$ cat config.mk
export PLATFORM = sky130hd
export DESIGN_NAME = mpfd_queue
export DESIGN_NICKNAME = d
export VERILOG_FILES = /design/src/sv/mpfd_pkg.sv /design/src/sv/mpfd_queue.sv
export SDC_FILE = /design/constraint.sdc
export NUM_CORES = 1
export LEC_CHECK = 0
export ABC_AREA = 1
export BUFFER_PORTS_ARGS = -buffer_cell sky130_fd_sc_hd__buf_2
export CORE_MARGIN = 2
export CORE_UTILIZATION = 35
export CTS_CLUSTER_DIAMETER = 150
export CTS_CLUSTER_SIZE = 30
export DETAILED_ROUTE_END_ITERATION = 7
export GPL_TIMING_DRIVEN = 0
export PLACE_DENSITY = 0.68
export SLEW_MARGIN = 30
export SYNTH_ARGS = -nofsm -noshare
export SYNTH_HDL_FRONTEND = slang
export SYNTH_SLANG_ARGS = --single-unit
$ cat constraint.sdc
create_clock -name i_clk -period 2.7 [get_ports i_clk]
set_input_delay 0 -clock i_clk [delete_from_list [all_inputs] [get_ports i_clk]]
set_output_delay 0 -clock i_clk [all_outputs]
set_load 0.02 [all_outputs]
$ cat src/sv/mpfd_pkg.sv
// Shared types, constants and codes for the monochrome page frame buffer.
// Used by every module of the block; depends on nothing else.
`default_nettype none

package mpfd_pkg;

    // Screen geometry. Each store byte holds eight vertical pixels of one column.
    localparam int SCREEN_WIDTH  = 128;
    localparam int SCREEN_HEIGHT = 64;
    localparam int PAGE_COUNT    = (SCREEN_HEIGHT + 7) / 8;
    localparam int STORE_BYTES   = SCREEN_WIDTH * PAGE_COUNT;
    localparam int ADDR_W        = $clog2(STORE_BYTES);

    // A span or glyph row covers at most this many columns.
    localparam int SPAN_MAX  = 16;
    localparam int COL_IDX_W = $clog2(SPAN_MAX);

    // Command queue between the front and the back.
    localparam int QUEUE_DEPTH = 2;
    localparam int QPTR_W      = (QUEUE_DEPTH > 1) ? $clog2(QUEUE_DEPTH) : 1;
    localparam int QCNT_W      = $clog2(QUEUE_DEPTH + 1);

    // Configuration port.
    localparam int PADDR_W = 4;
    localparam int PDATA_W = 32;
    localparam logic [4:0] GLYPH_W_RESET = 5'd7;
    localparam logic [4:0] GLYPH_H_RESET = 5'd10;
    localparam logic [4:0] CFG_SAT       = 5'd16;

    typedef enum logic [1:0] {
        REG_INVERT  = 2'd0,
        REG_GLYPH_W = 2'd1,
        REG_GLYPH_H = 2'd2
    } t_reg;

    typedef enum logic [2:0] {
        MODE_PIXEL  = 3'd0,
        MODE_FILL   = 3'd1,
        MODE_SPAN   = 3'd2,
        MODE_GLYPH  = 3'd3,
        MODE_CURSOR = 3'd4,
        MODE_READ   = 3'd5
    } t_mode;

    typedef enum logic [1:0] {
        OP_NONE = 2'd0,
        OP_DRAW = 2'd1,
        OP_FILL = 2'd2,
        OP_READ = 2'd3
    } t_op;

    typedef struct packed {
        logic       invert;
        logic [4:0] glyph_width;
        logic [4:0] glyph_height;
    } t_cfg;

    // One classified item. Bit i of wen and wval belongs to column addr + i.
    typedef struct packed {
        t_op                   op;
        logic [ADDR_W-1:0]     addr;
        logic [COL_IDX_W-1:0]  last_col;
        logic [SPAN_MAX-1:0]   wen;
        logic [SPAN_MAX-1:0]   wval;
        logic [2:0]            bitsel;
        logic                  status;
    } t_cmd;

    typedef struct packed {
        logic full;
        logic empty;
    } t_qstat;

endpackage

`default_nettype wire

$ cat src/sv/mpfd_queue.sv
// Short command queue that decouples the front end from the back end.
// Depends on mpfd_pkg.
`default_nettype none

module mpfd_queue (
    input  wire                  i_clk,
    input  wire                  i_rst_n,
    input  wire                  i_push,
    input  mpfd_pkg::t_cmd       i_cmd,
    input  wire                  i_pop,
    output mpfd_pkg::t_cmd       o_head,
    output mpfd_pkg::t_qstat     o_stat
);
    import mpfd_pkg::*;

    t_cmd              r_slot [QUEUE_DEPTH];
    logic [QPTR_W-1:0] r_wp;
    logic [QPTR_W-1:0] r_rp;
    logic [QCNT_W-1:0] r_cnt;

    function automatic logic [QPTR_W-1:0] f_next(input logic [QPTR_W-1:0] p);
        return (p == QPTR_W'(QUEUE_DEPTH - 1)) ? '0 : p + QPTR_W'(1);
    endfunction

    assign o_head       = r_slot[r_rp];
    assign o_stat.full  = r_cnt == QCNT_W'(QUEUE_DEPTH);
    assign o_stat.empty = r_cnt == '0;

    always_ff @(posedge i_clk) begin
        if (i_push) begin
            r_slot[r_wp] <= i_cmd;
        end
    end

    always_ff @(posedge i_clk) begin
        if (!i_rst_n) begin
            r_wp  <= '0;
            r_rp  <= '0;
            r_cnt <= '0;
        end else begin
            if (i_push) begin
                r_wp <= f_next(r_wp);
            end
            if (i_pop) begin
                r_rp <= f_next(r_rp);
            end
            if (i_push && !i_pop) begin
                r_cnt <= r_cnt + QCNT_W'(1);
            end else if (i_pop && !i_push) begin
                r_cnt <= r_cnt - QCNT_W'(1);
            end
        end
    end

endmodule

`default_nettype wire

==> key figures <==
Setup path
  – Crit path max-delay family: simple AND/OR/NAND/NOR gates
  – Reg2reg start: r_wp$_SDFFE_PN0P_
  – Cells along the critical path: nor2_4 -> buf_16 -> buf_8
  – CP peak stage delay: 620 ps
  – CP max FO: 22
  – CP Buf/Inv Count: 2
  – WP data required: 2750 ps
  – Critical path depth: 3
  – Critical path's slowest cell: nor2_4
  – R2r worst-path depth: 3
  – CP arrival: 1740 ps
  – Flop-to-flop setup slack: 1010 ps
  – Crit start category: flip-flop
  – Worst R2R End: r_slot[0][19]$_DFFE_PP_
  – Crit path launch: r_wp$_SDFFE_PN0P_
  – Setup crit end kind: flip-flop
  – Critical Setup Path Class: reg2reg
  – CP endpoint: r_slot[0][19]$_DFFE_PP_

Timing
  – Final worst slack: 1006 ps
  – Max Clk Rate: 0.5902 GHz
  – Period utilization: 0.6276
  – Setup violators final: 0
  – Fin Clk Skew: 5.151 ps
  – Count of pins over their slew limit: 0
  – Tmin final: 1694 ps
  – Worst-Margin Slew: 762.7 ps
  – Setup TNS Final: 0 ps
  – Max_slew headroom: 0.4904
  – RSZ-0062 raised after global routing: no
  – Final hold viol count: 0

Clock tree
  – Root buffer cell: clkbuf_16
  – # hold bufs at CTS: 55
  – Clk buf depth: 2
  – # clock sinks: 109
  – TritonCTS clock tree: done
  – Total clock buffers created by CTS: 9
  – H-Tree Level Count: 3
  – Post-CTS Resized: 0
  – Latest clock arrival within the worst-skew pair: 340 ps
  – Post-CTS Repair Setup Buffers: 0
  – Clk slew on worst S/H paths: 70 ps

Place
  – DP Cell Count: 456
  – Buffers added on ports: 109
  – Pre-CTS WS: 980.0 ps
  – Detailed placer's ending HPWL: 5.052 mm
  – GPL Wtd Cong: 0.6333

Finish
  – Area grow syn2layout: 38.79%
  – Share of cells above drive strength 1: 0.4921
  – Layout Cells excl Fill: 527
  – Post-layout util: 0.4935
  – # nets final: 432
  – Ant diodes: 0

Routing
  – Total wire length: 7.665 mm
  – Routed Antenna Nets: 0
  – DR WL/cell: 14.54 µm
  – 1st-iter DRT viols: 58
  – # DRC: 0
  – Vias/cell: 4.361
  – Vias after detailed routing: 2,298
  – DR pass1 iterations: 4

GRT
  – Initial antenna violation count: 0
  – Largest net degree at the start of global routing: 32
  – Vias in the first global route: 2,453
  – GRT Util Overall: 0.1206
  – Total grt overflow: 0
  – First-pass GRT wire length: 11.71 mm

Pwr
  – Worst VDD drop: 327.8 µV
  – Total power: 3.811 mW
  – Lkg Pwr: 2.376 nW
  – Pwr dens: 648.3 nW/µm²

Synthesis
  – Synthesized flop and latch total: 109
  – Synth area leader: edfxtp_1
  – Yosys top cell area share: 0.7374
  – Primary FF master, synth: edfxtp_1
  – YS warnings: 0
  – Seq/Total Area, Yosys: 0.7610
  – Netlist cell types: 14
  – Post-synth EDFFs: 104
  – Syn Inst Count: 197
  – Synth top area cells: edfxtp_1 (74%), mux2_4 (18%), buf_12 (2.4%)
  – Most frequent cell after synthesis: edfxtp_1
  – Ys async rst share: 0
  – Synthesized Nets: 254
  – Synth Cell Area: 4235 µm²
  – Synthesized area per cell: 21.50 µm²
  – Post-synth top cells: edfxtp_1 (104), mux2_4 (50), nor2_1 (9), inv_1 (8), nand2_1 (8)

Floorplan
  – Core Box Area: 11,910 µm²
  – Initial Util: 0.3556
  – Top Ports: 110
  – Die H: 114.0 µm
  – Die footprint: 13,000 µm²
  – Die Wd: 114.0 µm
  – Rows: 40

Job
  – Total of max-cap violations: 0

Worst hold path
  – Hold Crit Class: in2reg

Outcome
  – Status: finished clean
## cells in the final DEF, fill, tap and decap left out
cell type      count
buf_8              1
nor2_4             1
dfxtp_1            5
ha_1               1
mux2_4            50
nand3_1            1
bufinv_16          1
buf_16             1
nor2_1             8
nand2_1            8
nand4_1            1
buf_12             6
clkbuf_16          9
edfxtp_1         104
o21ai_0            1
buf_6              1
clkinv_2           3
mux2_2             2
a21oi_1            1
inv_6              1
inv_1              7
inv_4              1
clkinvlp_4         1
clkinv_1           1
buf_2            109
dlygate4sd3_1     55
## power breakdown
group | leakage, nW | switching [mW] | total (mW) | internal, mW
sequential | 1.02 | 0.0242 | 1.98 | 1.95
combinational | 1.22 | 0.273 | 0.554 | 0.281
clock | 0.143 | 0.566 | 1.28 | 0.714
total | 2.38 | 0.863 | 3.81 | 2.95
## layer usage
layer / up-vias / GRT usage / part of all wire
met2: 70 / 0.2123 / 0.52
met1: 1109 / 0.1374 / 0.42
met5: - / 0 / 0
li1: 1107 / - / -
met4: 0 / 0.06667 / 0.018
met3: 12 / 0.02391 / 0.037
## worst min-delay path by stage
stage	slack (ps)	start	cells past startpoint	end
floorplan	100	i_cmd[0]	0	r_slot[0][0]$_DFFE_PP_
global placement	190	i_cmd[8]	1	r_slot[0][8]$_DFFE_PP_
detailed placement	190	i_cmd[43]	1	r_slot[1][43]$_DFFE_PP_
CTS	80	i_push	3	r_cnt[0]$_SDFFE_PN0P_
global route	110	i_push	3	r_cnt[0]$_SDFFE_PN0P_
finish	100	i_push	3	r_cnt[0]$_SDFFE_PN0P_
## tightest hold or removal path: stages
cell and delay (ps):
buf_2 120, ha_1 190, a21oi_1 80
## cells by family (layout without fill, tap and decap cells)
family / count (synthesis) / after routing / synth area share
DFF: 109 / 109 / 0.7610
muxes: 52 / 52 / 0.1826
and+or+nand+nor: 19 / 19 / 0.01772
buffers and inverters: 14 / 197 / 0.03338
AOI/OAI and AO/OA: 2 / 2 / 0.002361
adders and majority gates: 1 / 1 / 0.002954
## sequential cells by signal, summed over array words and instances, names as in the netlist, named ones only
register,cells
r_cnt,2
r_wp,1
r_slot,104
r_rp,1
## layout make-up
| cell class | count | area (µm²) |
|---|---|---|
| Clock buffer | 9 | 225.2 |
| Timing Repair Buffer | 167 | 1159 |
| Inverter | 8 | 32.53 |
| Clock inverter | 7 | 65.06 |
| Buffer | 6 | 111.4 |
| Sequential cell | 109 | 3223 |
| Tap cell | 147 | 183.9 |
| Fill cell | 1023 | 6033 |
| Multi-Input combinational cell | 74 | 878.3 |
## per-stage QoR
stage / cell area, µm² / hold WS [ps]
4_1_cts: 5878 / 81.15
6_report: 5878 / 99.00
5_1_grt: 5878 / 114.7
3_3_place_gp: 4967 / 187.3
2_1_floorplan: 4238 / 98.87
3_5_place_dp: 5037 / 191.1
(Power assumes the default switching activity.)
