==> src/sv/mpfd_pkg.sv <==
// Shared types, constants and codes for the monochrome page frame buffer.
// Used by every module of the block; depends on nothing else.
`default_nettype none

package mpfd_pkg;

    // Screen geometry. Each store byte holds eight vertical pixels of one column.
    localparam int SCREEN_WIDTH  = 128;
    localparam int SCREEN_HEIGHT = 64;
    localparam int PAGE_COUNT    = (SCREEN_HEIGHT + 7) / 8;
    localparam int STORE_BYTES   = SCREEN_WIDTH * PAGE_COUNT;
    localparam int ADDR_W        = $clog2(STORE_BYTES);

    // A span or glyph row covers at most this many columns.
    localparam int SPAN_MAX  = 16;
    localparam int COL_IDX_W = $clog2(SPAN_MAX);

    // Command queue between the front and the back.
    localparam int QUEUE_DEPTH = 2;
    localparam int QPTR_W      = (QUEUE_DEPTH > 1) ? $clog2(QUEUE_DEPTH) : 1;
    localparam int QCNT_W      = $clog2(QUEUE_DEPTH + 1);

    // Configuration port.
    localparam int PADDR_W = 4;
    localparam int PDATA_W = 32;
    localparam logic [4:0] GLYPH_W_RESET = 5'd7;
    localparam logic [4:0] GLYPH_H_RESET = 5'd10;
    localparam logic [4:0] CFG_SAT       = 5'd16;

    typedef enum logic [1:0] {
        REG_INVERT  = 2'd0,
        REG_GLYPH_W = 2'd1,
        REG_GLYPH_H = 2'd2
    } t_reg;

    typedef enum logic [2:0] {
        MODE_PIXEL  = 3'd0,
        MODE_FILL   = 3'd1,
        MODE_SPAN   = 3'd2,
        MODE_GLYPH  = 3'd3,
        MODE_CURSOR = 3'd4,
        MODE_READ   = 3'd5
    } t_mode;

    typedef enum logic [1:0] {
        OP_NONE = 2'd0,
        OP_DRAW = 2'd1,
        OP_FILL = 2'd2,
        OP_READ = 2'd3
    } t_op;

    typedef struct packed {
        logic       invert;
        logic [4:0] glyph_width;
        logic [4:0] glyph_height;
    } t_cfg;

    // One classified item. Bit i of wen and wval belongs to column addr + i.
    typedef struct packed {
        t_op                   op;
        logic [ADDR_W-1:0]     addr;
        logic [COL_IDX_W-1:0]  last_col;
        logic [SPAN_MAX-1:0]   wen;
        logic [SPAN_MAX-1:0]   wval;
        logic [2:0]            bitsel;
        logic                  status;
    } t_cmd;

    typedef struct packed {
        logic full;
        logic empty;
    } t_qstat;

endpackage

`default_nettype wire

==> src/sv/mpfd_front.sv <==
// Front end: accepts items, keeps the text cursor and turns each item into a command.
// Depends on mpfd_pkg.
`default_nettype none

module mpfd_front (
    input  wire                  i_clk,
    input  wire                  i_rst_n,
    input  mpfd_pkg::t_cfg       i_cfg,
    input  mpfd_pkg::t_qstat     i_qstat,
    input  wire                  i_clearing,
    input  wire                  i_in_valid,
    output logic                 o_in_ready,
    input  wire [2:0]            i_mode,
    input  wire [7:0]            i_xpos,
    input  wire [7:0]            i_ypos,
    input  wire                  i_color,
    input  wire [15:0]           i_pattern,
    input  wire [4:0]            i_span_count,
    input  wire [3:0]            i_glyph_row,
    input  wire                  i_last,
    output logic                 o_push,
    output mpfd_pkg::t_cmd       o_cmd
);
    import mpfd_pkg::*;

    logic [7:0]          r_cur_col;
    logic [7:0]          r_cur_row;
    logic [7:0]          n_cur_col;
    logic [7:0]          n_cur_row;
    logic                w_x_ok;
    logic                w_y_ok;
    logic [SPAN_MAX-1:0] w_span_wen;
    logic                w_span_bad;
    logic [SPAN_MAX-1:0] w_glyph_wen;
    logic [SPAN_MAX-1:0] w_glyph_val;
    logic [8:0]          w_glyph_y;
    logic                w_glyph_fit;
    logic                w_pix_color;

    function automatic logic [ADDR_W-1:0] f_addr(input logic [9:0] col, input logic [8:0] row);
        return ADDR_W'(32'(col) + 32'(row >> 3) * SCREEN_WIDTH);
    endfunction

    assign o_in_ready = !i_qstat.full && !i_clearing;
    assign o_push     = i_in_valid && o_in_ready;

    assign w_x_ok      = 10'(i_xpos) < 10'(SCREEN_WIDTH);
    assign w_y_ok      = 10'(i_ypos) < 10'(SCREEN_HEIGHT);
    assign w_pix_color = i_color ^ i_cfg.invert;
    assign w_glyph_y   = 9'(r_cur_row) + 9'(i_glyph_row);
    assign w_glyph_fit = (10'(r_cur_col) + 10'(i_cfg.glyph_width) < 10'(SCREEN_WIDTH))
                      && (10'(r_cur_row) + 10'(i_cfg.glyph_height) < 10'(SCREEN_HEIGHT))
                      && (5'(i_glyph_row) < i_cfg.glyph_height);

    // Per-column decode of spans and glyph rows; the columns are independent.
    always_comb begin
        w_span_bad = 1'b0;
        for (int i = 0; i < SPAN_MAX; i++) begin
            w_span_wen[i]  = i_pattern[SPAN_MAX-1-i] && (5'(i) < i_span_count)
                          && (10'(i_xpos) + 10'(i) < 10'(SCREEN_WIDTH)) && w_y_ok;
            w_span_bad     = w_span_bad || (i_pattern[SPAN_MAX-1-i] && (5'(i) < i_span_count)
                          && !w_span_wen[i]);
            w_glyph_wen[i] = 5'(i) < i_cfg.glyph_width;
            w_glyph_val[i] = (i_pattern[SPAN_MAX-1-i] ? i_color : !i_color) ^ i_cfg.invert;
        end
    end

    always_comb begin
        o_cmd     = '0;
        n_cur_col = r_cur_col;
        n_cur_row = r_cur_row;
        case (i_mode)
            MODE_PIXEL: begin
                if (w_x_ok && w_y_ok) begin
                    o_cmd.op      = OP_DRAW;
                    o_cmd.addr    = f_addr(10'(i_xpos), 9'(i_ypos));
                    o_cmd.wen[0]  = 1'b1;
                    o_cmd.wval[0] = w_pix_color;
                    o_cmd.bitsel  = i_ypos[2:0];
                end else begin
                    o_cmd.status = 1'b1;
                end
            end
            MODE_FILL: begin
                o_cmd.op      = OP_FILL;
                o_cmd.wval[0] = i_color;
            end
            MODE_SPAN: begin
                o_cmd.op       = OP_DRAW;
                o_cmd.addr     = f_addr(10'(i_xpos), 9'(i_ypos));
                o_cmd.last_col = COL_IDX_W'(SPAN_MAX - 1);
                o_cmd.wen      = w_span_wen;
                o_cmd.wval     = {SPAN_MAX{w_pix_color}};
                o_cmd.bitsel   = i_ypos[2:0];
                o_cmd.status   = w_span_bad;
            end
            MODE_GLYPH: begin
                if (w_glyph_fit) begin
                    o_cmd.op       = OP_DRAW;
                    o_cmd.addr     = f_addr(10'(r_cur_col), w_glyph_y);
                    o_cmd.last_col = COL_IDX_W'(i_cfg.glyph_width - 5'd1);
                    o_cmd.wen      = w_glyph_wen;
                    o_cmd.wval     = w_glyph_val;
                    o_cmd.bitsel   = w_glyph_y[2:0];
                    if (i_last) begin
                        n_cur_col = 8'(10'(r_cur_col) + 10'(i_cfg.glyph_width));
                    end
                end else begin
                    o_cmd.status = 1'b1;
                end
            end
            MODE_CURSOR: begin
                n_cur_col = i_xpos;
                n_cur_row = i_ypos;
            end
            MODE_READ: begin
                if (w_x_ok && w_y_ok) begin
                    o_cmd.op   = OP_READ;
                    o_cmd.addr = f_addr(10'(i_xpos), 9'(i_ypos));
                end else begin
                    o_cmd.status = 1'b1;
                end
            end
            default: ;
        endcase
    end

    always_ff @(posedge i_clk) begin
        if (!i_rst_n) begin
            r_cur_col <= '0;
            r_cur_row <= '0;
        end else if (o_push) begin
            r_cur_col <= n_cur_col;
            r_cur_row <= n_cur_row;
        end
    end

endmodule

`default_nettype wire

==> config.mk <==
export PLATFORM = sky130hd
export DESIGN_NAME = mpfd_front
export DESIGN_NICKNAME = d
export VERILOG_FILES = /design/src/sv/mpfd_pkg.sv /design/src/sv/mpfd_front.sv
export SDC_FILE = /design/constraint.sdc
export NUM_CORES = 1
export LEC_CHECK = 0
export BUFFER_PORTS_ARGS = -buffer_cell sky130_fd_sc_hd__buf_2
export CAP_MARGIN = 15
export CORE_AREA = 5 5 83 85
export CTS_CLUSTER_DIAMETER = 120
export DETAILED_ROUTE_END_ITERATION = 8
export DIE_AREA = 0 0 88 90
export HOLD_SLACK_MARGIN = 0.12
export PLACE_DENSITY_LB_ADDON = 0.15
export SLEW_MARGIN = 20
export SYNTH_ARGS = -nofsm -noshare
export SYNTH_HDL_FRONTEND = slang
export SYNTH_SLANG_ARGS = --single-unit
==> constraint.sdc <==
create_clock -name i_clk -period 3.8 [get_ports i_clk]
set_input_delay 0.76 -clock i_clk [delete_from_list [all_inputs] [get_ports i_clk]]
set_output_delay 0.76 -clock i_clk [all_outputs]
set_load 0.005 [all_outputs]
==> metrics.cfg <==
[final_layout]
fillers=618
drive_gt1_share_pct=30.1
post-route-util_pct=60.4
seq_area_um2=320
multi_input_area_um2=2430
antennaDiodeCount=0
nets=610
area_growth_pct=26.4

[setup_path]
cp_cell_sequence=buf_2, ha_1, a21o_1, a2111oi_4, o311a_1, and3_4, nand3_4, buf_6, o22ai_1, buf_2
crit_slowest_cell=a2111oi_4
cp_common_cell=buf_2
cp.arrival_ns=2.98
start_kind=input port
end_kind=output port
crit_start=i_cfg[4]
path_max_fanout=6
required_ns=3.04
crit_family=compound AO/OA/AOI/OAI gates
r2r_slack_ns=1.48
path_class=in2out
max_stage_delay_ns=0.35
path_buf_inv=3
r2r_start=r_cur_row[4]

[sta]
drv_slew=0
period_minus_slack_ns=3.74
setup_viol=0
maxSlewHeadroom_pct=48.7
fin_crit_sh_pct=98.4
report.final.hold_viol_count=0
timing.hold.ws_ns=0.458
tightestPinTransition_ns=0.767
fmax_mhz=267
fin_skew_ns=0.00711

[die]
core_region_area_um2=6130
ioPinCount=117
start_util_pct=47.8
die_h_um=90
rows=29
die_x_um=88
dieArea_um2=7920

[global_routing]
grt_use_total_pct=25.5
grt_pass1_vias=3424
grt_max_degree=22
grt_pass1_wl_mm=16.5
antenna_found_initial=0
overflow=0

[yosys]
synth_top_area_share_pct=10.9
ys_seq_area_share_pct=10.9
synth_nets=499
synth_common_cells=nand2_1, o21ai_1, a21oi_1
synthArstFlopShare_pct=0
synth_cell_type_count=76
syn_inst=413
synth-seq-cells=16
yosysMostFrequentCell=nand2_1
synth.area.top_cells=dfxtp_1, ha_1, xnor2_1
syn_area_per_cell_um2=7.09
ys_warn_count=0
syn_area_um2=2930
synth_edf_count=0
ys.flop_type=dfxtp_1
synth.largest_area_cell=dfxtp_1

[run_status]
status=completed

[route]
num_vias=3664
route.detailed.drc=0
drtPass1Iterations=8
drt_iter0_markers=225
wl_per_cell_um=17.5
drt_wl_total_mm=10.5
vias_per_cell=6.12
ant_nets=0

[pwr]
p_total_mw=0.620
power_leakage_nw=1.74
ir_drop_mv=0.136
p_per_area_nw_per_um2=168

[placed_design]
portBuffers=115
gp_congestion=0.934
dp_hpwl_mm=8.33

[clock_tree]
htreeDepth=1
cts_root_buf=clkbuf_8
cts_sinks=16
ctsHoldBuffers=0
cts_tree=built
clockBufferDepth=2
cts_buffers=3
clkTransAtPathRegs_ns=0.06
insertion_delay_ns=0.25

[job]
cap_violations=0

[min_path]
hp-class=reg2reg
hold_path_startpoint=r_cur_row[7]

## timing repair
item,in CTS,in global routing
buffers inserted,0,3
setup endpoints to repair,1,25
resized for setup,1,6
pin swaps,0,1
## placed cells by master (no fill, tap or decap), types with 13 or more instances in the layout
cell type,netlist,routed
inv_1,16,16
o21ai_1,29,29
buf_4,2,20
o21ai_0,13,13
ha_1,21,21
nor2_1,16,16
buf_2,5,115
a21oi_1,22,22
dfxtp_1,16,16
nand2_1,46,46
xnor2_1,20,20
nand3_1,15,15
## flip-flops by register name, indices dropped and copies added (netlist names)
name and cells:
r_cur_col 8, r_cur_row 8
## cell families (layout without fill, tap and decap cells)
family / Yosys count / count (layout) / share of synthesized area [%]
simple gates: 143 / 143 / 26.4
compound gates: 159 / 159 / 37.5
buf+inv: 47 / 156 / 7.09
xor+xnor: 25 / 25 / 7.73
flops: 16 / 16 / 10.9
fa+ha+maj: 23 / 23 / 10.3
## power breakdown
part	leakage [nW]	internal, mW	switching [mW]
logic	1.59	0.140	0.178
registers	0.129	0.169	0.00141
clock network	0.0216	0.0704	0.0606
total	1.74	0.380	0.240
## metal layers
metal  share of wire, %  up-vias  wire, µm  GRT usage, %
met5                  0        -         0             0
met4                2.6        0       268          7.29
met3                6.8       27       713          2.83
met2                 49      144      5130          43.9
met1                 42     1705      4390          33.0
li1                   -     1788         -             -
## area by class of cell
cell class	instances	share of cell area, %
multi-input combinational	350	65.6
timing repair buffer	137	20.5
sequential	16	8.65
tap	77	2.60
inverter	16	1.62
clock buffer	3	1.12
## per-stage QoR
step	worst slack, ns	std cells	TNS, ns	area (µm²)
6_report	0.0600	599	0	3700
5_1_grt	-0.00840	599	-0.00840	3700
2_1_floorplan	0.375	413	0	2930
3_5_place_dp	0.0113	593	0	3610
3_3_place_gp	0.0246	593	0	3610
4_1_cts	0.0406	596	0	3650
## final timing paths
kind,endpoint,cells past startpoint
max,o_cmd[25],10
min reg2reg,r_cur_row[7],2
max reg2reg,r_cur_col[4],8
min,r_cur_row[7],2
## worst register-to-register path, stage by stage (launching register included)
cell and delay, ns:
dfxtp_1 0.39, ha_1 0.27, a21o_1 0.21, a2111oi_4 0.35
o311a_1 0.27, and3_4 0.24, buf_4 0.14, o21ai_1 0.11
o211a_1 0.24
Power figures use the tool's default switching activity.
