==> config.mk <==
export PLATFORM = sky130hd
export DESIGN_NAME = mpfd_regs
export DESIGN_NICKNAME = d
export VERILOG_FILES = /design/src/sv/mpfd_pkg.sv /design/src/sv/mpfd_regs.sv
export SDC_FILE = /design/constraint.sdc
export NUM_CORES = 1
export LEC_CHECK = 0
export ABC_AREA = 1
export BUFFER_PORTS_ARGS = -buffer_cell sky130_fd_sc_hd__buf_2
export CAP_MARGIN = 20
export CORE_MARGIN = 2
export CORE_UTILIZATION = 36
export DETAILED_ROUTE_END_ITERATION = 8
export PLACE_DENSITY = 0.89
export SLEW_MARGIN = 10
export SYNTH_ARGS = -nofsm -noshare
export SYNTH_HDL_FRONTEND = slang
export SYNTH_SLANG_ARGS = --single-unit
==> constraint.sdc <==
create_clock -name i_clk -period 1.66 [get_ports i_clk]
set_input_delay 0.332 -clock i_clk [delete_from_list [all_inputs] [get_ports i_clk]]
set_output_delay 0.332 -clock i_clk [all_outputs]
set_load 0.1 [all_outputs]
==> src/sv/mpfd_pkg.sv <==
// Shared types, constants and codes for the monochrome page frame buffer.
// Used by every module of the block; depends on nothing else.
`default_nettype none

package mpfd_pkg;

    // Screen geometry. Each store byte holds eight vertical pixels of one column.
    localparam int SCREEN_WIDTH  = 128;
    localparam int SCREEN_HEIGHT = 64;
    localparam int PAGE_COUNT    = (SCREEN_HEIGHT + 7) / 8;
    localparam int STORE_BYTES   = SCREEN_WIDTH * PAGE_COUNT;
    localparam int ADDR_W        = $clog2(STORE_BYTES);

    // A span or glyph row covers at most this many columns.
    localparam int SPAN_MAX  = 16;
    localparam int COL_IDX_W = $clog2(SPAN_MAX);

    // Command queue between the front and the back.
    localparam int QUEUE_DEPTH = 2;
    localparam int QPTR_W      = (QUEUE_DEPTH > 1) ? $clog2(QUEUE_DEPTH) : 1;
    localparam int QCNT_W      = $clog2(QUEUE_DEPTH + 1);

    // Configuration port.
    localparam int PADDR_W = 4;
    localparam int PDATA_W = 32;
    localparam logic [4:0] GLYPH_W_RESET = 5'd7;
    localparam logic [4:0] GLYPH_H_RESET = 5'd10;
    localparam logic [4:0] CFG_SAT       = 5'd16;

    typedef enum logic [1:0] {
        REG_INVERT  = 2'd0,
        REG_GLYPH_W = 2'd1,
        REG_GLYPH_H = 2'd2
    } t_reg;

    typedef enum logic [2:0] {
        MODE_PIXEL  = 3'd0,
        MODE_FILL   = 3'd1,
        MODE_SPAN   = 3'd2,
        MODE_GLYPH  = 3'd3,
        MODE_CURSOR = 3'd4,
        MODE_READ   = 3'd5
    } t_mode;

    typedef enum logic [1:0] {
        OP_NONE = 2'd0,
        OP_DRAW = 2'd1,
        OP_FILL = 2'd2,
        OP_READ = 2'd3
    } t_op;

    typedef struct packed {
        logic       invert;
        logic [4:0] glyph_width;
        logic [4:0] glyph_height;
    } t_cfg;

    // One classified item. Bit i of wen and wval belongs to column addr + i.
    typedef struct packed {
        t_op                   op;
        logic [ADDR_W-1:0]     addr;
        logic [COL_IDX_W-1:0]  last_col;
        logic [SPAN_MAX-1:0]   wen;
        logic [SPAN_MAX-1:0]   wval;
        logic [2:0]            bitsel;
        logic                  status;
    } t_cmd;

    typedef struct packed {
        logic full;
        logic empty;
    } t_qstat;

endpackage

`default_nettype wire

==> src/sv/mpfd_regs.sv <==
// Configuration registers behind the APB-style port.
// Depends on mpfd_pkg.
`default_nettype none

module mpfd_regs (
    input  wire                           i_clk,
    input  wire                           i_rst_n,
    input  wire                           i_psel,
    input  wire                           i_penable,
    input  wire                           i_pwrite,
    input  wire [mpfd_pkg::PADDR_W-1:0]   i_paddr,
    input  wire [mpfd_pkg::PDATA_W-1:0]   i_pwdata,
    output logic [mpfd_pkg::PDATA_W-1:0]  o_prdata,
    output logic                          o_pready,
    output mpfd_pkg::t_cfg                o_cfg
);
    import mpfd_pkg::*;

    logic       r_invert;
    logic [4:0] r_glyph_w;
    logic [4:0] r_glyph_h;
    logic       w_wr;
    logic [4:0] w_sat;
    t_reg       w_idx;

    assign w_wr     = i_psel && i_penable && i_pwrite;
    assign w_idx    = t_reg'(i_paddr[PADDR_W-1:2]);
    // Glyph sizes above sixteen are held at sixteen.
    assign w_sat    = (i_pwdata[4:0] > CFG_SAT) ? CFG_SAT : i_pwdata[4:0];
    assign o_pready = 1'b1;

    always_ff @(posedge i_clk) begin
        if (!i_rst_n) begin
            r_invert  <= 1'b0;
            r_glyph_w <= GLYPH_W_RESET;
            r_glyph_h <= GLYPH_H_RESET;
        end else if (w_wr) begin
            case (w_idx)
                REG_INVERT:  r_invert  <= i_pwdata[0];
                REG_GLYPH_W: r_glyph_w <= w_sat;
                REG_GLYPH_H: r_glyph_h <= w_sat;
                default: ;
            endcase
        end
    end

    always_comb begin
        case (w_idx)
            REG_INVERT:  o_prdata = PDATA_W'(r_invert);
            REG_GLYPH_W: o_prdata = PDATA_W'(r_glyph_w);
            REG_GLYPH_H: o_prdata = PDATA_W'(r_glyph_h);
            default:     o_prdata = '0;
        endcase
    end

    assign o_cfg = '{invert: r_invert, glyph_width: r_glyph_w, glyph_height: r_glyph_h};

endmodule

`default_nettype wire

==> reports/qor.log, run 1 <==
qor: power_and_ir_drop.power.total 0.922 mW
qor: synth.syn_avg_cell_area 7.63 um^2
qor: clocking.h_tree_lvls 1
qor: power_and_ir_drop.power.sequential.fraction 29.5%
qor: timing.timing_max_transition_violations_final 0
qor: clocking.clk_latency 0.27 ns
qor: floorplanning.std_cell_rows 16
qor: placement.post-place-cells 154
qor: critical_path.timing.critical_path.max_delay_family buffers and inverters
qor: critical_path.worst-path-stages 6
qor: power_and_ir_drop.power.combinational.fraction 50.4%
qor: grt.wire_length_of_the_first_global_routing_pass 2.30 mm
qor: power_and_ir_drop.power_switching 0.505 mW
qor: routing.vias 663
qor: grt.largest_net_degree_at_the_start_of_global_routing 8
qor: layout.design.final.nets 173
qor: clocking.cts_tree done
qor: placement.placed_area 931 um^2
qor: critical_path.cp-startpoint i_paddr[3]
qor: clocking.clock_tree.root_cell sky130_fd_sc_hd__clkbuf_4
qor: power_and_ir_drop.power_leakage 0.519 nW
qor: layout.layout.filler_cells 218
qor: clocking.clockBufferDepth 2
qor: layout.syn_to_final_growth 21.8%
qor: placement.dp.final_hpwl 1.26 mm
qor: layout.final_cell_area 957 um^2
qor: critical_path.worst-endpoint-required 1.33 ns
qor: timing.final_critical_path_setup_slack 0.152 ns
qor: clocking.cts.clk_slew.worst_paths 0.07 ns
qor: critical_path.endpoint_kind primary output
qor: power_and_ir_drop.internal_power 0.417 mW
qor: outcome.status completed
qor: floorplanning.ioPinCount 85
qor: synth.ys_seq_elements 11
qor: clocking.hold_buffers 0
qor: clocking.cts_inserted_buffers 3
qor: timing.setup_repair_after_global_routing_missed_its_margin no
qor: critical_path.timing.critical_path.buf_inv 4
qor: timing.timing.clock.skew 0 ns
qor: grt.track_usage 12.2%
qor: power_and_ir_drop.clockPowerShare 20.1%
qor: synth.synthCells 103
qor: grt.antenna_found_initial 0
qor: floorplanning.floorplan.initialDensity 39.3%
qor: timing.min_period_over_period 90.9%
qor: synth.synth.cell_area 786 um^2
qor: timing.holdWs 0.308 ns
qor: critical_path.cp_max_fo 6
qor: critical_path.worst-setup-path-type in -> out
qor: layout.antenna_cells 0
qor: critical_path.worstPathCellList buf_2 > inv_1 > nand2_4 > inv_2 > a22o_2 > buf_12
qor: routing.detailedRoute.firstPassIterationCount 4
qor: routing.postRouteWirelength 1.53 mm
qor: clocking.clkSinkCount 11
qor: power_and_ir_drop.power.ir.vdd_worst 0.558 mV
qor: critical_path.critical_path.slowest_cell sky130_fd_sc_hd__a22o_2
qor: job.max_cap_violation_count 0
qor: synth.synth-seq-area-share 28.0%
qor: placement.place.gp.congestion 0.824
qor: layout.layout-drive-gt1-share 42.0%
qor: routing.routed_via_density 4.20
qor: critical_path.reg2reg_from r_invert
qor: floorplanning.die-area 2570 um^2
qor: floorplanning.die_x 50.7 um
qor: floorplanning.die-height 50.7 um
qor: routing.detail_route.drc_violations 0
qor: floorplanning.core_area 2000 um^2
qor: grt.first_global_vias 517
qor: timing.finalSetupTns 0 ns
qor: timing.timing.fmax 663 MHz
qor: routing.antenna_violating_nets_post_route 0
qor: grt.grt_overflow 0
qor: layout.post-route-util 47.8%
qor: timing.report.final.hold_viol_count 0
qor: placement.pre_cts_slack 0.154 ns
qor: power_and_ir_drop.sw_share 54.8%
qor: timing.final_report_setup_violation_count 0
qor: clocking.cts-resized-gates 0
qor: synth.synth.lib_cells_used.distinct 19
qor: critical_path.critical-path-max-stage-delay 0.18 ns
qor: synth.synth-warning-count 0
qor: timing.layout_min_cycle_time 1.51 ns
qor: clocking.postCtsSetupBuffers 0
qor: power_and_ir_drop.p_per_area 964 nW/um^2
qor: critical_path.critical_path_arrival 1.18 ns
qor: layout.post_layout_nonfiller_instances 158
qor: placement.place.port_buffers 27
qor: critical_path.worst-r2r-setup-slack 1.06 ns
qor: routing.wl_per_cell 9.68 um
qor: critical_path.cp_startpoint_kind primary input
qor: critical_path.critical_path.reg2reg.endpoint r_invert
qor: critical_path.ff2ff_path_depth 2
qor: critical_path.worstSetupEndpoint o_prdata[2]
qor: min_path.holdCritPathClass in -> reg
qor: routing.detail_route.iter0.violations 19
-- kinds of logic after synthesis --
| family | synth area share (%) |
|---|---|
| buffers and inverters | 31.1 |
| other | 0.956 |
| AND/OR/NAND/NOR | 29.6 |
| AO/OA/AOI/OAI | 10.3 |
| flip-flops | 28.0 |
-- synthesized netlist by cell type --
master,n,area share (%)
sky130_fd_sc_hd__a21oi_2,1,1.1
sky130_fd_sc_hd__nand3_1,9,5.7
sky130_fd_sc_hd__dfxtp_1,11,28
sky130_fd_sc_hd__buf_4,29,28
sky130_fd_sc_hd__nand4_1,1,0.80
sky130_fd_sc_hd__o211ai_2,1,1.6
sky130_fd_sc_hd__nand2_1,20,9.6
sky130_fd_sc_hd__inv_1,6,2.9
sky130_fd_sc_hd__nor2_4,2,2.9
sky130_fd_sc_hd__a21oi_1,4,2.5
sky130_fd_sc_hd__conb_1,2,0.96
sky130_fd_sc_hd__o21ai_1,1,0.64
sky130_fd_sc_hd__nor2_8,1,2.5
sky130_fd_sc_hd__nand2_2,2,1.6
sky130_fd_sc_hd__nor2_1,5,2.4
sky130_fd_sc_hd__inv_2,1,0.48
sky130_fd_sc_hd__nand2_4,2,2.9
sky130_fd_sc_hd__a22o_1,4,4.5
sky130_fd_sc_hd__nand3_2,1,1.3
-- tightest hold or removal path: stages --
cell                      delay [ns]
sky130_fd_sc_hd__buf_2          0.09
sky130_fd_sc_hd__nand3_1        0.07
sky130_fd_sc_hd__nand3_1        0.06
-- layout by cell type (no fill, tap or decap), types with 3 or more instances in the layout --
cell and count:
sky130_fd_sc_hd__nor2_1 5, sky130_fd_sc_hd__conb_1 28, sky130_fd_sc_hd__nand2_1 20, sky130_fd_sc_hd__a22o_2 4, sky130_fd_sc_hd__a21oi_1 4, sky130_fd_sc_hd__buf_2 22
sky130_fd_sc_hd__inv_1 6, sky130_fd_sc_hd__clkbuf_4 3, sky130_fd_sc_hd__buf_12 5, sky130_fd_sc_hd__nand3_1 8, sky130_fd_sc_hd__dfxtp_2 9
-- worst min path at each step --
stage / from / end / cells after the start
2_1_floorplan: i_rst_n / r_glyph_h[3] / 1
3_3_place_gp: r_glyph_w[0] / r_glyph_w[0] / 2
3_5_place_dp: r_glyph_h[3] / r_glyph_h[3] / 2
4_1_cts: i_pwdata[1] / r_glyph_h[1] / 3
5_1_grt: i_pwdata[2] / r_glyph_w[2] / 3
6_report: i_pwdata[1] / r_glyph_h[1] / 3
-- flip-flops by register name, summed over array words and instances (netlist names) --
| signal | cells |
|---|---|
| r_invert | 1 |
| r_glyph_h | 5 |
| r_glyph_w | 5 |
-- routing by layer --
metal / track usage (%) / vias up / wire length, um
li1: - / 329 / -
met1: 16.2 / 292 / 674
met2: 17.5 / 39 / 688
met3: 4.17 / 3 / 137
met4: 5.41 / 0 / 29
met5: 0 / - / 0
-- area by class of cell --
type | count | area, um^2 | area share, %
clock buffer | 4 | 26.3 | 2.75
inverter | 7 | 26.3 | 2.75
multi-input combinational | 82 | 429 | 44.8
sequential | 11 | 231 | 24.2
tap | 27 | 33.8 | 3.53
timing repair buffer | 27 | 210 | 22.0
-- power by group through the flow --
stage | clock network, mW | logic (mW) | registers (mW)
final | 0.185 | 0.465 | 0.272
after global routing | 0.212 | 0.477 | 0.273
after CTS | 0.193 | 0.465 | 0.272
after detailed placement | 0 | 0.464 | 0.279
after global placement | 0 | 0.463 | 0.278
after floorplan | 0 | 0.422 | 0.309
(Power assumes the default switching activity.)
==> inputs of run 2 (changes only) <==
--- a/config.mk
+++ b/config.mk
@@ -12,6 +12,7 @@
 export CORE_UTILIZATION = 36
 export DETAILED_ROUTE_END_ITERATION = 8
 export PLACE_DENSITY = 0.89
+export SETUP_SLACK_MARGIN = 0.4
 export SLEW_MARGIN = 10
 export SYNTH_ARGS = -nofsm -noshare
 export SYNTH_HDL_FRONTEND = slang
==> reports/qor.log, run 2 (synthesis results as in run 1) <==
qor: placement.post-place-cells 154 [unchanged]
qor: clocking.hold_buffers 0 [unchanged]
qor: timing.timing.clock.skew 0 ns [unchanged]
qor: layout.syn_to_final_growth 45.5%
qor: timing.min_period_over_period 84.6% [-6.2 points]
qor: critical_path.critical_path.slowest_cell sky130_fd_sc_hd__a22o_4
qor: power_and_ir_drop.clockPowerShare 19.3% [-0.8 points]
qor: layout.post_layout_nonfiller_instances 160 [+1.3%]
qor: min_path.min_from i_rst_n
qor: power_and_ir_drop.power.sequential.fraction 27.9% [-1.6 points]
qor: power_and_ir_drop.sw_share 54.6% [-0.13 points]
qor: grt.track_usage 13.8% [+1.6 points]
qor: floorplanning.std_cell_rows 16 [unchanged]
qor: critical_path.critical-path-max-stage-delay 0.25 ns [+0.07 ns]
qor: timing.final_critical_path_setup_slack 0.255 ns [+0.104 ns]
qor: grt.first_global_vias 630 [+22%]
qor: layout.design.final.nets 175 [+1.2%]
qor: routing.detailedRoute.firstPassIterationCount 4 [unchanged]
qor: critical_path.reg2reg_from r_glyph_w[3]
qor: layout.top_regs r_glyph_h (5), r_glyph_w (5), r_invert (1)
qor: layout.post-route-util 57.1% [+9.3 points]
qor: clocking.cts.clk_slew.worst_paths 0.07 ns [about the same]
qor: placement.pre_cts_slack 0.149 ns [-0.00527 ns]
qor: placement.dp.final_hpwl 1.38 mm [+8.9%]
qor: critical_path.worst-r2r-setup-slack 1.01 ns [-0.05 ns]
qor: layout.layout-drive-gt1-share 46.6% [+4.6 points]
qor: placement.place.port_buffers 27 [unchanged]
qor: clocking.clockBufferDepth 2 [unchanged]
qor: critical_path.worst-setup-path-type in -> out
qor: floorplanning.die_x 50.7 um [unchanged]
qor: routing.detail_route.iter0.violations 25 [+6]
qor: timing.finalSetupTns 0 ns [unchanged]
qor: layout.most_common_cell_after_layout_fill_and_taps_aside sky130_fd_sc_hd__conb_1
qor: power_and_ir_drop.power.combinational.fraction 52.9% [+2.5 points]
qor: power_and_ir_drop.p_per_area 818 nW/um^2 [-15%]
qor: layout.layout_common_cells sky130_fd_sc_hd__conb_1 (28), sky130_fd_sc_hd__nand2_1 (19), sky130_fd_sc_hd__buf_6 (11)
qor: critical_path.crit_path_frequent_cell sky130_fd_sc_hd__buf_12
qor: placement.place.gp.congestion 0.809 [-1.8%]
qor: power_and_ir_drop.power_leakage 0.581 nW [+12%]
qor: critical_path.cp_startpoint_kind primary input
qor: timing.holdWs 0.319 ns [+0.0105 ns]
qor: routing.detail_route.drc_violations 0 [unchanged]
qor: timing.timing_max_transition_violations_final 0 [unchanged]
qor: critical_path.ff2ff_path_depth 2 [unchanged]
qor: floorplanning.floorplan.initialDensity 39.3% [unchanged]
qor: outcome.status completed
qor: timing.report.final.hold_viol_count 0 [unchanged]
qor: critical_path.worst-endpoint-required 1.33 ns [about the same]
qor: timing.final_report_setup_violation_count 0 [unchanged]
qor: timing.setup_repair_after_global_routing_missed_its_margin yes
qor: floorplanning.die-height 50.7 um [unchanged]
qor: routing.routed_via_density 4.33 [+3.2%]
qor: grt.antenna_found_initial 0 [unchanged]
qor: floorplanning.die-area 2570 um^2 [unchanged]
qor: job.max_cap_violation_count 0 [unchanged]
qor: min_path.worst_hold_path.endpoint r_glyph_h[3]
qor: timing.timing.fmax 712 MHz [+7.4%]
qor: grt.largest_net_degree_at_the_start_of_global_routing 8 [unchanged]
qor: grt.grt_overflow 0 [unchanged]
qor: clocking.clock_tree.root_cell sky130_fd_sc_hd__clkbuf_4
qor: routing.antenna_violating_nets_post_route 0 [unchanged]
qor: grt.wire_length_of_the_first_global_routing_pass 2.68 mm [+17%]
qor: layout.antenna_cells 0 [unchanged]
qor: critical_path.endpoint_kind primary output
qor: routing.vias 693 [+4.5%]
qor: floorplanning.core_area 2000 um^2 [unchanged]
qor: clocking.cts_inserted_buffers 3 [unchanged]
qor: floorplanning.ioPinCount 85 [unchanged]
qor: power_and_ir_drop.power.ir.vdd_worst 0.482 mV [-14%]
qor: min_path.timing.hold.worst_path_depth 2 [-1]
qor: power_and_ir_drop.internal_power 0.424 mW [+1.7%]
qor: critical_path.timing.critical_path.max_delay_family buffers and inverters
qor: critical_path.timing.critical_path.buf_inv 4 [unchanged]
qor: clocking.clkSinkCount 11 [unchanged]
qor: critical_path.critical_path.reg2reg.endpoint r_glyph_w[3]
qor: routing.wl_per_cell 11.0 um [+13%]
qor: layout.layout.filler_cells 187 [-14%]
qor: timing.layout_min_cycle_time 1.40 ns [-0.104 ns]
qor: clocking.h_tree_lvls 1 [unchanged]
qor: routing.postRouteWirelength 1.75 mm [+15%]
qor: power_and_ir_drop.power_switching 0.511 mW [+1.2%]
qor: critical_path.critical_path_arrival 1.07 ns [-0.11 ns]
qor: critical_path.worstPathCellList buf_8 > inv_6 > nor2_4 > buf_12 > a22o_4 > buf_12
qor: min_path.holdCritPathClass in -> reg
qor: critical_path.cp_max_fo 6 [unchanged]
qor: clocking.clk_latency 0.26 ns [about the same]
qor: clocking.cts_tree done
==> run 2: changes by cell type in the layout (fill, tap and decap cells not counted), sizes merged <==
| cell | previous run | this run |
|---|---|---|
| buf | 27 | 29 |
==> run 2: what timing repair did <==
action | 4_1_cts | 5_1_grt
hold endpoints to repair | 0 | 0
pin swaps | 2 | 2
buffers inserted | 1 | 1
gates resized for setup | 19 | 12
endpoints found under the setup margin | 16 | 16
==> run 2: worst max-delay path by stage <==
stage	from	end	slack, ns	cells past startpoint
2_1_floorplan	i_paddr[3]	o_prdata[0]	0.34	5
3_3_place_gp	i_paddr[3]	o_prdata[0]	0.18	6
3_5_place_dp	i_paddr[3]	o_prdata[0]	0.15	6
4_1_cts	i_paddr[3]	o_prdata[1]	0.24	6
5_1_grt	i_paddr[3]	o_prdata[1]	0.24	6
6_report	i_paddr[3]	o_prdata[1]	0.26	6
==> run 2: layout make-up <==
class / instances / area, um^2 / area share [%]
Clock buffer: 4 / 26.3 / 2.30
Inverter: 7 / 33.8 / 2.95
Multi-Input combinational cell: 82 / 472 / 41.2
Sequential cell: 11 / 259 / 22.6
Tap cell: 27 / 33.8 / 2.95
Timing Repair Buffer: 29 / 319 / 27.9
==> run 2: per-stage QoR <==
| stage | area (um^2) | power, mW |
|---|---|---|
| finish | 1140 | 0.935 |
| floorplan | 973 | 0.726 |
| global route | 1140 | 0.974 |
| global placement | 1000 | 0.736 |
| detailed placement | 1000 | 0.740 |
| CTS | 1090 | 0.935 |
==> run 2: metal layers <==
metal / wire length (um) / track usage (%)
met4: 0 / 2.70
met2: 871 / 23.0
met3: 166 / 3.87
met5: 0 / 0
met1: 714 / 17.7
==> run 2: power groups by stage <==
stage	Combinational, mW	Sequential [mW]	Clock, mW
2_1_floorplan	0.430	0.296	0
3_3_place_gp	0.470	0.265	0
3_5_place_dp	0.474	0.266	0
4_1_cts	0.489	0.260	0.187
5_1_grt	0.507	0.261	0.205
6_report	0.495	0.261	0.180
==> inputs of run 3 (changes only) <==
--- a/config.mk
+++ b/config.mk
@@ -5,13 +5,13 @@
 export SDC_FILE = /design/constraint.sdc
 export NUM_CORES = 1
 export LEC_CHECK = 0
-export ABC_AREA = 1
+export ABC_AREA = 0
 export BUFFER_PORTS_ARGS = -buffer_cell sky130_fd_sc_hd__buf_2
 export CAP_MARGIN = 20
 export CORE_MARGIN = 2
-export CORE_UTILIZATION = 36
+export CORE_UTILIZATION = 31
 export DETAILED_ROUTE_END_ITERATION = 8
-export PLACE_DENSITY = 0.89
+export PLACE_DENSITY = 0.82
 export SETUP_SLACK_MARGIN = 0.4
 export SLEW_MARGIN = 10
 export SYNTH_ARGS = -nofsm -noshare
==> constraint.sdc (replaced) <==
create_clock -name i_clk -period 1.2 [get_ports i_clk]
set_input_delay 0.24 -clock i_clk [delete_from_list [all_inputs] [get_ports i_clk]]
set_output_delay 0.24 -clock i_clk [all_outputs]
set_load 0.1 [all_outputs]
==> reports/qor.log, run 3 <==
qor: outcome.status finished, violations left
qor: outcome.failed_checks setup timing
qor: clocking.clockBufferDepth 2 [unchanged]
qor: power_and_ir_drop.power_leakage 0.779 nW [+34%]
qor: synth.synth_top_cell_by_area sky130_fd_sc_hd__dfxtp_1
qor: timing.finalSetupTns -0.524 ns [-0.524 ns]
qor: layout.most_common_cell_after_layout_fill_and_taps_aside sky130_fd_sc_hd__conb_1
qor: placement.place.gp.congestion 0.776 [-4.0%]
qor: timing.report.final.hold_viol_count 0 [unchanged]
qor: min_path.holdCritPathClass in -> reg
qor: floorplanning.die-area 2970 um^2 [+15%]
qor: grt.grt_overflow 0 [unchanged]
qor: synth.syn_avg_cell_area 8.58 um^2 [+12%]
qor: synth.synth_async_reset_ratio 0% [unchanged]
qor: critical_path.cp_startpoint_kind register
qor: synth.synth_ff_type sky130_fd_sc_hd__dfxtp_1
qor: layout.layout_common_cells sky130_fd_sc_hd__conb_1 (28), sky130_fd_sc_hd__buf_6 (23), sky130_fd_sc_hd__buf_12 (18)
qor: routing.detailedRoute.firstPassIterationCount 4 [unchanged]
qor: power_and_ir_drop.power.ir.vdd_worst 0.820 mV [+70%]
qor: clocking.cts.clk_slew.worst_paths 0.08 ns [about the same]
qor: timing.timing_max_transition_violations_final 0 [unchanged]
qor: power_and_ir_drop.power.total 1.36 mW [+45%]
qor: floorplanning.floorplan.initialDensity 32.2% [-7.1 points]
qor: timing.final_critical_path_setup_slack -0.0882 ns [-0.343 ns]
qor: synth.synth_top_cells_by_area sky130_fd_sc_hd__dfxtp_1 (28%), sky130_fd_sc_hd__buf_4 (28%), sky130_fd_sc_hd__mux2i_1 (10%)
qor: routing.routed_via_density 4.34 [+0.22%]
qor: layout.syn_to_final_growth 99.8%
qor: critical_path.worst-setup-path-type reg -> out
qor: timing.timing.clock.skew 0 ns [unchanged]
qor: layout.post_layout_nonfiller_instances 176 [+10%]
qor: clocking.h_tree_lvls 1 [unchanged]
qor: layout.top_regs r_glyph_h (5), r_glyph_w (5), r_invert (1)
qor: grt.track_usage 15.6% [+1.9 points]
qor: synth.synthCells 92 [-11%]
qor: routing.vias 764 [+10%]
qor: floorplanning.die_x 54.5 um [+7.4%]
qor: grt.antenna_found_initial 0 [unchanged]
qor: synth.synth-seq-area-share 27.9% [-0.13 points]
qor: placement.post-place-cells 148 [-3.9%]
qor: synth.synth-warning-count 0 [unchanged]
qor: floorplanning.core_area 2450 um^2 [+23%]
qor: routing.antenna_violating_nets_post_route 0 [unchanged]
qor: clocking.cts_inserted_buffers 3 [unchanged]
qor: layout.design.final.nets 188 [+7.4%]
qor: clocking.cts_tree done
qor: grt.wire_length_of_the_first_global_routing_pass 3.20 mm [+20%]
qor: floorplanning.std_cell_rows 18 [+2]
qor: critical_path.critical_path_arrival 1.05 ns [-0.02 ns]
qor: timing.final_report_setup_violation_count 9 [+9]
qor: layout.final_cell_area 1580 um^2 [+38%]
qor: placement.placed_area 1210 um^2 [+21%]
qor: placement.dp.final_hpwl 1.45 mm [+5.2%]
qor: critical_path.endpoint_kind primary output
qor: synth.synth_most_common_cell sky130_fd_sc_hd__buf_4
qor: synth.synth.lib_cells_used.distinct 24 [+5]
qor: timing.min_period_over_period 107%
qor: grt.largest_net_degree_at_the_start_of_global_routing 12 [+4]
qor: floorplanning.ioPinCount 85 [unchanged]
qor: clocking.clk_latency 0.26 ns [about the same]
qor: clocking.hold_buffers 0 [unchanged]
qor: synth.synth.cell_area 790 um^2 [+0.48%]
qor: floorplanning.die-height 54.5 um [+7.4%]
qor: routing.wl_per_cell 13.2 um [+21%]
qor: placement.pre_cts_slack -0.151 ns [-0.300 ns]
qor: synth.ys_seq_elements 11 [unchanged]
qor: critical_path.cp_max_fo 2 [-4]
qor: synth.synth_common_cells sky130_fd_sc_hd__buf_4 (29), sky130_fd_sc_hd__dfxtp_1 (11), sky130_fd_sc_hd__nand2_1 (9)
qor: grt.first_global_vias 719 [+14%]
qor: timing.layout_min_cycle_time 1.29 ns
qor: routing.detail_route.drc_violations 0 [unchanged]
qor: power_and_ir_drop.p_per_area 859 nW/um^2 [+5.1%]
qor: placement.place.port_buffers 27 [unchanged]
qor: clocking.clkSinkCount 11 [unchanged]
qor: clocking.clock_tree.root_cell sky130_fd_sc_hd__clkbuf_4
qor: timing.timing.fmax 776 MHz
qor: layout.layout-drive-gt1-share 63.0% [+16 points]
qor: layout.antenna_cells 0 [unchanged]
qor: critical_path.worst-endpoint-required 0.96 ns [-0.37 ns]
qor: routing.detail_route.iter0.violations 5 [-80%]
qor: routing.postRouteWirelength 2.33 mm [+33%]
qor: job.max_cap_violation_count 0 [unchanged]
qor: timing.setup_repair_after_global_routing_missed_its_margin yes
qor: synth.synth.top_cell.area_share 27.9% [-0.13 points]
qor: synth.number_of_flops_mapped_to_enable_cells_by_yosys 0 [unchanged]
[run 3: changes by cell type after synthesis, sizes merged, moves of 4 or more]
cell	before	now
a21oi	5	1
inv	7	3
mux2i	0	8
nand2	24	11
nand3	10	4
nor2	8	0
nor2b	0	4
[run 3: logic make-up (layout without fill, tap and decap cells)]
kind of cell	after synthesis	count (layout)	share of synthesized area, %
simple gates	25	25	18.4
buf+inv	34	62	30.9
other cells	2	28	0.951
compound gates	12	12	11.7
flops	11	11	27.9
mux	8	8	10.1
[run 3: final cells by class]
| cell class | instances | area (um^2) |
|---|---|---|
| fillers | 174 | 877 |
| repair buffers | 55 | 702 |
| multi-input cells | 73 | 539 |
| flip-flops and latches | 11 | 262 |
| well taps | 30 | 37.5 |
| clock buffers | 4 | 26.3 |
| inverters | 3 | 11.3 |
[run 3: worst max-delay path, stage by stage, from the launching register on]
cell                      delay [ns]
sky130_fd_sc_hd__dfxtp_4        0.36
sky130_fd_sc_hd__mux2i_4        0.07
sky130_fd_sc_hd__o21ai_4        0.15
sky130_fd_sc_hd__buf_12         0.19
[run 3: power by group]
| part | switching (mW) | internal (mW) |
|---|---|---|
| registers | 0.00571 | 0.350 |
| clock network | 0.129 | 0.129 |
| logic | 0.581 | 0.162 |
[run 3: metrics by stage]
step           hold WS (ns)  util, %
6_report              0.240     64.3
5_1_grt               0.250     64.3
4_1_cts               0.243     58.6
3_5_place_dp          0.501     49.3
3_3_place_gp          0.492     49.3
2_1_floorplan         0.361        -
[run 3: final timing paths]
check | to | slack (ns) | cells past startpoint | startpoint
min | r_glyph_h[0] | 0.24 | 3 | i_pwdata[0]
max | o_prdata[0] | -0.09 | 3 | r_glyph_w[0]
max reg2reg | r_glyph_h[3] | 0.18 | 4 | r_glyph_h[3]
min reg2reg | r_glyph_h[4] | 0.51 | 2 | r_glyph_h[4]
[run 3: what timing repair did]
action | CTS | global route
setup buffers | 15 | 9
setup endpoints to repair | 22 | 27
gates resized for setup | 20 | 20
pin swaps | 4 | 4
gates cloned | 0 | 0
[run 3: routing by layer]
layer  up-vias  global-route usage, %  part of all wire (%)
met5         -                      0                     0
met4         0                   4.17                   1.5
met3         4                   3.83                   5.9
met2        39                   29.7                    56
met1       364                   17.0                    37
li1        357                      -                     -
